## src/rtl/core/polar_angle_sort_about_pivot_unit_macros.svh

```systemverilog
// Assertion macros for the polar angle sort top unit.
// Needs a clk_i clock and an active-low rst_ni reset in the including scope.
`ifndef POLAR_ANGLE_SORT_ABOUT_PIVOT_UNIT_MACROS_SVH
`define POLAR_ANGLE_SORT_ABOUT_PIVOT_UNIT_MACROS_SVH
`ifndef SYNTHESIS
`define PASAP_ASSERT(lbl, prop) \
  lbl: assert property (@(posedge clk_i) disable iff (!rst_ni) (prop)) \
    else $error("pasap assertion failed");
`define PASAP_ASSERT_NEXT(lbl, cond, prop) \
  lbl: assert property (@(posedge clk_i) disable iff (!rst_ni) (cond) |=> (prop)) \
    else $error("pasap assertion failed");
`else
`define PASAP_ASSERT(lbl, prop)
`define PASAP_ASSERT_NEXT(lbl, cond, prop)
`endif
`endif

```

## src/rtl/core/pasap_pkg.sv

```systemverilog
// Package for the polar angle sort: default sizes, state codes, cell control.
// No dependencies.
`default_nettype none
package pasap_pkg;
  localparam int unsigned MaxPoints  = 64;
  localparam int unsigned CoordWidth = 16;
  localparam int unsigned IndexWidth = 6;

  typedef enum logic [1:0] {
    ST_LOAD,
    ST_SORT,
    ST_DRAIN
  } state_e;

  // Control handed from the sequencer to every cell
  typedef struct packed {
    logic prod_en;
    logic step;
    logic shift;
  } cell_ctl_t;
endpackage
`default_nettype wire

```

## src/rtl/core/pasap_cell.sv

```systemverilog
// One cell of the systolic insertion sorter: holds the best point seen so far
// and passes the other on. Depends on pasap_pkg.
`default_nettype none
module pasap_cell #(
  parameter int unsigned CW = pasap_pkg::CoordWidth,
  parameter int unsigned IW = $clog2(pasap_pkg::MaxPoints)
) (
  input  wire logic                  clk_i,
  input  wire logic                  rst_ni,
  input  wire pasap_pkg::cell_ctl_t  ctl_i,
  input  wire logic                  in_v_i,
  input  wire logic [IW-1:0]         in_idx_i,
  input  wire logic                  in_piv_i,
  input  wire logic [CW-1:0]         in_dx_i,
  input  wire logic signed [CW:0]    in_dy_i,
  input  wire logic [2*CW:0]         in_dist_i,
  input  wire logic                  nbr_v_i,
  input  wire logic [IW-1:0]         nbr_idx_i,
  input  wire logic                  nbr_piv_i,
  input  wire logic [CW-1:0]         nbr_dx_i,
  input  wire logic signed [CW:0]    nbr_dy_i,
  input  wire logic [2*CW:0]         nbr_dist_i,
  output logic                       pass_v_o,
  output logic [IW-1:0]              pass_idx_o,
  output logic                       pass_piv_o,
  output logic [CW-1:0]              pass_dx_o,
  output logic signed [CW:0]         pass_dy_o,
  output logic [2*CW:0]              pass_dist_o,
  output logic                       held_v_o,
  output logic [IW-1:0]              held_idx_o,
  output logic                       held_piv_o,
  output logic [CW-1:0]              held_dx_o,
  output logic signed [CW:0]         held_dy_o,
  output logic [2*CW:0]              held_dist_o
);
  localparam int unsigned PW = 2 * CW + 2;

  logic                 hv_q, pv_q;
  logic [IW-1:0]        hidx_q, pidx_q;
  logic                 hpiv_q, ppiv_q;
  logic [CW-1:0]        hdx_q, pdx_q;
  logic signed [CW:0]   hdy_q, pdy_q;
  logic [2*CW:0]        hdist_q, pdist_q;
  logic signed [PW-1:0] ca_q, cb_q, ca_d, cb_d;
  logic                 in_ahead;
  logic                 dist_ahead;

  // Cross products for the slope compare, taken in the first half of a step
  always_comb begin
    ca_d = in_dy_i * $signed({1'b0, hdx_q});
    cb_d = hdy_q * $signed({1'b0, in_dx_i});
  end

  always_ff @(posedge clk_i) begin
    if (ctl_i.prod_en) begin
      ca_q <= ca_d;
      cb_q <= cb_d;
    end
  end

  // Rising distance, then arrival order on equal distance
  assign dist_ahead = (in_dist_i < hdist_q) ||
                      (in_dist_i == hdist_q && in_idx_i < hidx_q);

  // Strict order: incoming point goes ahead of the held one
  always_comb begin
    priority if (in_piv_i) begin
      in_ahead = !hpiv_q;
    end else if (hpiv_q) begin
      in_ahead = 1'b0;
    end else if (in_dx_i == '0 && hdx_q == '0) begin
      in_ahead = dist_ahead;
    end else if (in_dx_i == '0) begin
      in_ahead = 1'b1;
    end else if (hdx_q == '0) begin
      in_ahead = 1'b0;
    end else if (ca_q != cb_q) begin
      in_ahead = ca_q > cb_q;
    end else begin
      in_ahead = dist_ahead;
    end
  end

  // Valid flags of the held and passed slots
  always_ff @(posedge clk_i or negedge rst_ni) begin
    if (!rst_ni) begin
      hv_q <= 1'b0;
      pv_q <= 1'b0;
    end else if (ctl_i.shift) begin
      hv_q <= nbr_v_i;
    end else if (ctl_i.step) begin
      if (in_v_i) begin
        hv_q <= 1'b1;
        pv_q <= hv_q;
      end else begin
        pv_q <= 1'b0;
      end
    end
  end

  // Payload: keep the earlier point, hand the later one right
  always_ff @(posedge clk_i) begin
    if (ctl_i.shift) begin
      hidx_q  <= nbr_idx_i;
      hpiv_q  <= nbr_piv_i;
      hdx_q   <= nbr_dx_i;
      hdy_q   <= nbr_dy_i;
      hdist_q <= nbr_dist_i;
    end else if (ctl_i.step && in_v_i) begin
      if (!hv_q || in_ahead) begin
        hidx_q  <= in_idx_i;
        hpiv_q  <= in_piv_i;
        hdx_q   <= in_dx_i;
        hdy_q   <= in_dy_i;
        hdist_q <= in_dist_i;
        pidx_q  <= hidx_q;
        ppiv_q  <= hpiv_q;
        pdx_q   <= hdx_q;
        pdy_q   <= hdy_q;
        pdist_q <= hdist_q;
      end else begin
        pidx_q  <= in_idx_i;
        ppiv_q  <= in_piv_i;
        pdx_q   <= in_dx_i;
        pdy_q   <= in_dy_i;
        pdist_q <= in_dist_i;
      end
    end
  end

  assign pass_v_o    = pv_q;
  assign pass_idx_o  = pidx_q;
  assign pass_piv_o  = ppiv_q;
  assign pass_dx_o   = pdx_q;
  assign pass_dy_o   = pdy_q;
  assign pass_dist_o = pdist_q;
  assign held_v_o    = hv_q;
  assign held_idx_o  = hidx_q;
  assign held_piv_o  = hpiv_q;
  assign held_dx_o   = hdx_q;
  assign held_dy_o   = hdy_q;
  assign held_dist_o = hdist_q;
endmodule
`default_nettype wire
```

## config.mk

```make
export PLATFORM = sky130hd
export DESIGN_NAME = pasap_cell
export DESIGN_NICKNAME = d
export VERILOG_FILES = /design/src/rtl/core/polar_angle_sort_about_pivot_unit_macros.svh /design/src/rtl/core/pasap_pkg.sv /design/src/rtl/core/pasap_cell.sv
export SDC_FILE = /design/constraint.sdc
export NUM_CORES = 2
export LEC_CHECK = 0
export BUFFER_PORTS_ARGS = -buffer_cell sky130_fd_sc_hd__buf_2
export CAP_MARGIN = 20
export CORE_MARGIN = 1.5
export CORE_UTILIZATION = 35
export DETAILED_ROUTE_END_ITERATION = 16
export PLACE_DENSITY_LB_ADDON = 0.3
export SLEW_MARGIN = 20
export SYNTH_ARGS = -nofsm -noshare
export SYNTH_HDL_FRONTEND = slang
export SYNTH_SLANG_ARGS = --single-unit
```

## constraint.sdc

```tcl
create_clock -name clk_i -period 11 [get_ports clk_i]
set_input_delay 0.55 -clock clk_i [delete_from_list [all_inputs] [get_ports clk_i]]
set_output_delay 0.55 -clock clk_i [all_outputs]
set_load 0.01 [all_outputs]
```

-- Word-level counts from Yosys, hierarchy flattened
Index checks and enable logic that the tools add are counted.
- reductions and logical operators: 17
- muxes and demuxes: 30
- magnitude comparators: 3
- eq/ne operators: 2
- bitwise gates (word level): 1
- multiply operators: 2
- operators with widths (kind ; count):
    $mux 33 ; 4
    $mul 17x17->34 ; 2
    $mux 17 ; 4
    $mux 16 ; 4
    $gt 34x34->1 ; 1
    $ne 34x34->1 ; 1
    $eq 33x33->1 ; 1
    $lt 33x33->1 ; 1
    $logic_not 16->1 ; 2
    $mux 6 ; 4
    $mux 1 ; 14
    $reduce_and 2->1 ; 4
    $reduce_bool 2->1 ; 4
    $lt 6x6->1 ; 1
    $logic_and 1x1->1 ; 3
    $logic_not 1->1 ; 2
    $logic_or 1x1->1 ; 2
    $not 1->1 ; 1
- flip-flop bits (word level): 216
- bits of input ports: 153
- logic and storage cells: 69
- output and inout bits: 148

-- Longest topological paths before layout
- depth in word-level cells: 13
- gate-level depth with buffers: 25
- mapped depth without buffers: 23

-- Least setup slack after synthesis
No wires, ideal clock.
- path kind: input-to-reg
- start: input in_dist_i[2]
- end: register hdist_q[0] (netlist: held_dist_o[0]), enable pin
- stages: 12
- required time: 10388 ps
- path buffers: 2
- arrival: 7841 ps
- slack: 2547 ps
- setup time: 612 ps
- cell sequence: ha_1 > a21o_1 > a21o_1 > a211oi_1 > o21ai_1 > a32o_1 > nor3_1 > o21bai_1 > buf_2 > o211a_1 > buf_6 > o31ai_1
- longest elaborated chain between the ends: 12
- elaborated cells on any way between the ends: 13
- classes of those cells: order compare: 1; eq/ne: 1; mux: 6; reduce/logical: 5
- ends and longest elaborated chain (what ; line ; text):
    start, declared ; pasap_cell.sv:16 ; input wire logic [2*CW:0] in_dist_i,
    parallel branches: the longest is 2 deep, another holds $lt 33x33->1 ; - ;
    $logic_or 1x1->1 * ; pasap_cell.sv:62 ; assign dist_ahead = (in_dist_i < hdist_q) ||
    $mux 1 ; pasap_cell.sv:77 ; end else if (ca_q != cb_q) begin
    $mux 1 ; pasap_cell.sv:75 ; end else if (hdx_q == '0) begin
    $mux 1 ; pasap_cell.sv:73 ; end else if (in_dx_i == '0) begin
    $mux 1 * ; pasap_cell.sv:71 ; end else if (in_dx_i == '0 && hdx_q == '0) begin
    $mux 1 * ; pasap_cell.sv:69 ; end else if (hpiv_q) begin
    $mux 1 * ; pasap_cell.sv:67 ; priority if (in_piv_i) begin
    $logic_or 1x1->1 * ; pasap_cell.sv:110 ; if (!hv_q || in_ahead) begin
    $reduce_bool 2->1 (no line) * ; - ;
    $reduce_and 2->1 (no line) * ; - ;
    end signal, assigned ; pasap_cell.sv:108 ; hdist_q <= nbr_dist_i;
    end signal, assigned ; pasap_cell.sv:115 ; hdist_q <= in_dist_i;
    end, declared ; pasap_cell.sv:43 ; logic [2*CW:0] hdist_q, pdist_q;
Every way passes the cells marked *.
A chain may end at the register's enable or synchronous reset.

-- Final worst setup path
- start: register hdy_q[6] (netlist: held_dy_o[6])
- end: register cb_q[32], data pin
- longest elaborated chain between the ends: 1
- ends and longest elaborated chain (what ; line ; text):
    start, declared ; pasap_cell.sv:42 ; logic signed [CW:0] hdy_q, pdy_q;
    start signal, assigned ; pasap_cell.sv:107 ; hdy_q <= nbr_dy_i;
    start signal, assigned ; pasap_cell.sv:114 ; hdy_q <= in_dy_i;
    $mul 17x17->34 ; pasap_cell.sv:51 ; cb_d = hdy_q * $signed({1'b0, in_dx_i});
    named net cb_d[32] ; pasap_cell.sv:44 ; logic signed [PW-1:0] ca_q, cb_q, ca_d, cb_d;
    end signal, assigned ; pasap_cell.sv:57 ; cb_q <= cb_d;
    end, declared ; pasap_cell.sv:44 ;
The timed path passes the listed nets, and every way through them passes these cells.

==> results.py <==
metrics = {
    "flow_run": {
        "maxCapViolations": 0,
    },
    "grt": {
        "grt_max_degree": 76,
        "antenna_found_initial": 15,
        "track_usage_pct": 20.4,
        "grt_overflow": 0,
        "grt_pass1_wl_um": 153000,
        "grt_pass1_vias": 25000,
    },
    "placed_design": {
        "finalWeightedCongestion": 0.859,
        "dp.cells": 4782,
        "hpwl_um": 74400,
        "pre_cts_ws_ns": 3.99,
        "io_buffers": 300,
    },
    "setup_path": {
        "rr_worst_depth": 20,
        "r2r-end": "cb_q[32]",
        "cp.required_ns": 11.34,
        "critPathArrivalTime_ns": 7.32,
        "ff2ff_setup_slack_ns": 4.03,
        "crit_path_start": "held_dy_o[6]",
        "crit_end": "cb_q[32]",
        "startpoint_type": "flop",
        "r2r-start": "held_dy_o[6]",
        "critPathKind": "reg2reg",
        "endpoint_kind": "flop",
        "cp_max_fo": 18,
    },
    "logic_synthesis": {
        "synth_xor_area_share_pct": 1.51,
        "ys_types": 65,
        "synthFlopType": "edfxtp_1",
        "ys_ff_latch": 216,
        "syn_nets": 4338,
        "syn_avg_cell_area_sq_um": 9.81,
        "synth_compound_area_share_pct": 9.30,
        "ys_seq_area_share_pct": 19.5,
        "netlist_instances": 3381,
        "synth_fa_ha_area_share_pct": 43.0,
        "synth_mux_area_share_pct": 2.48,
        "ys_warn_count": 0,
        "syn_area_sq_um": 33200,
        "synth_edf_count": 214,
        "synth_top_family_by_area": "adder cells",
        "async_flop_share_pct": 0.926,
        "synth_simple_gate_area_share_pct": 13.4,
    },
    "cts": {
        "cts_root_buf": "clkbuf_16",
        "clk_path_buf_depth": 3,
        "numCtsBuffers": 28,
        "cts.sinks": 216,
        "cts_resized": 0,
        "cts.clk_slew.worst_paths_ns": 0.08,
        "post_cts_buffers": 0,
        "tritoncts": "yes",
        "clk_latency_ns": 0.60,
        "h-tree-depth": 1,
    },
    "sta": {
        "fin_crit_sh_pct": 63.4,
        "rsz0062_at_grt": "false",
        "timing.fmax_ghz": 0.143,
        "fin_tns_setup_ns": 0,
        "period_needed_ns": 6.97,
        "maxSlewHeadroom_pct": 28.4,
        "setup_viol": 0,
        "final.setup.worst_slack_ns": 4.03,
        "clock-skew-final_ns": 0.0246,
        "maxSlewViolCount": 0,
        "worstMarginPinSlew_ns": 1.07,
        "finalHoldViolCount": 0,
    },
    "routing": {
        "wl_per_cell_um": 20.2,
        "drt_iter0_markers": 1663,
        "viasPerCell": 5.05,
        "drcViolationCount": 0,
        "ant_nets": 0,
        "drtPass1Iterations": 6,
        "wl_um": 98000,
        "vias": 24500,
    },
    "finish": {
        "fin_nets": 4516,
        "drive_above_1_share_pct": 14.9,
        "stdcell_count": 4843,
        "syn_to_final_growth_pct": 10.8,
    },
    "outcome": {
        "outcome": "finished, final reports clean",
    },
    "die": {
        "num_io_pins": 301,
        "start_util_pct": 35.4,
        "rows": 112,
        "die_h_um": 311,
        "die_area_sq_um": 96600,
        "core_sq_um": 93600,
        "fp.dieW_um": 311,
    },
    "hold_path": {
        "hold_class": "in2reg",
    },
}
sequential cells by signal, indices dropped and copies added (netlist names):
register     flops
pass_piv_o       1
held_idx_o       6
held_v_o         1
pass_dy_o       17
cb_q            34
held_dy_o       17
held_piv_o       1
pass_dx_o       16
pass_v_o         1
held_dx_o       16
held_dist_o     33
ca_q            34
pass_idx_o       6
pass_dist_o     33
what timing repair did:
action / 4_1_cts / 5_1_grt
hold buffers: 1 / 0
endpoints found under the hold margin: 2 / 0
setup endpoints to repair: 0 / 0
logic make-up (layout without fill, tap and decap cells):
kind of cell / after synthesis / in the layout
simple gates: 913 / 913
compound gates: 378 / 378
buf+inv: 940 / 1140
xor+xnor: 57 / 57
mux: 73 / 73
other cells: 0 / 8
flops: 216 / 216
fa+ha+maj: 804 / 804
per-layer routing:
metal | GRT usage, % | up-vias | wire, um
met2 | 30.5 | 815 | 42400
met1 | 28.9 | 12500 | 43000
met4 | 6.19 | 10 | 3240
met5 | 0 | - | 63
met3 | 5.45 | 141 | 9230
li1 | - | 11000 | -
stage by stage:
step                      utilization (%)  hold slack, ns  cell area (sq um)
final                                39.3           0.210              36800
after CTS                            39.2           0.193              36700
after global placement               38.2           0.346              35800
after detailed placement             38.2           0.347              35800
after global routing                 39.3           0.192              36700
after floorplan                         -           0.254              33200
cells in the mapped netlist (3+ instances only):
library cell	number	area, sq um
o211ai_1	13	97.6
nor2_1	41	154
mux2_2	71	800
clkbuf_1	165	619
nand2b_1	10	62.6
edfxtp_1	214	6430
nand3b_1	3	22.5
a21boi_0	3	22.5
o21bai_1	7	52.6
fa_1	558	11200
inv_1	752	2820
a21o_1	58	435
or3_1	5	31.3
nand2_1	436	1640
a211oi_1	12	90.1
o21ai_0	23	115
a31oi_1	4	25.0
buf_2	6	30.0
o21ai_1	10	50.1
nor4_1	11	68.8
nor2b_1	58	363
a21oi_1	64	320
buf_6	8	90.1
nor3_1	11	55.1
o211ai_2	70	876
xor2_1	10	87.6
ha_1	246	3080
o21a_1	10	75.1
nand3_1	82	410
buf_1	6	22.5
nand4_1	16	100
o31ai_1	5	37.5
o2111ai_1	72	631
xnor2_1	47	412
and3_1	4	25.0
and2_1	226	1410
critical path: stages (launching register included):
cell and delay (ns):
edfxtp_1 0.92, nand2_1 0.17, fa_1 0.55, inv_1 0.05, fa_1 0.49, inv_1 0.05, fa_1 0.56, inv_1 0.06
fa_1 0.44, fa_1 0.49, inv_1 0.05, fa_1 0.47, inv_1 0.04, ha_1 0.34, a221oi_1 0.27, o21ai_0 0.14
a221oi_1 0.50, a21o_1 0.22, a21oi_1 0.11, o41a_1 0.42, a311o_1 0.35
layout by cell type (no fill, tap or decap), drive strengths merged, types with 3 or more instances in the layout:
master / n
inv: 756
clkinv: 14
o21a: 10
a31oi: 4
nand3b: 3
ha: 246
nor2b: 58
xor2: 10
mux2: 71
o211ai: 83
a21boi: 5
nand2b: 10
xnor2: 47
nand4: 16
a21o: 58
nand2: 436
a211oi: 12
o21bai: 7
bufinv: 4
o2111ai: 73
and3: 4
diode: 8
fa: 558
a21oi: 64
nor2: 41
nor4: 12
or2: 4
o21ai: 33
edfxtp: 214
clkbuf: 32
o31ai: 5
nand3: 82
or3: 5
buf: 332
nor3: 11
and2: 226
worst min path at each step:
stage	endpoint	depth (start not counted)	from
3_3_place_gp	pass_v_o	1	rst_ni
5_1_grt	held_v_o	2	nbr_v_i
3_5_place_dp	pass_v_o	1	rst_ni
6_report	held_v_o	2	nbr_v_i
4_1_cts	held_v_o	2	nbr_v_i
2_1_floorplan	held_v_o	0	rst_ni
cell type report:
cell class	instances	area, sq um
Inverter	755	2830
Clock buffer	32	716
Timing Repair Buffer	333	1750
Clock inverter	20	229
Antenna cell	8	20.0
Sequential cell	216	6480
Fill cell	9437	56900
Tap cell	1254	1570
Multi-Input combinational cell	2225	23200
Power is not shown: default switching activity piles up to over one toggle a cycle in this logic, so the estimate is an artifact.
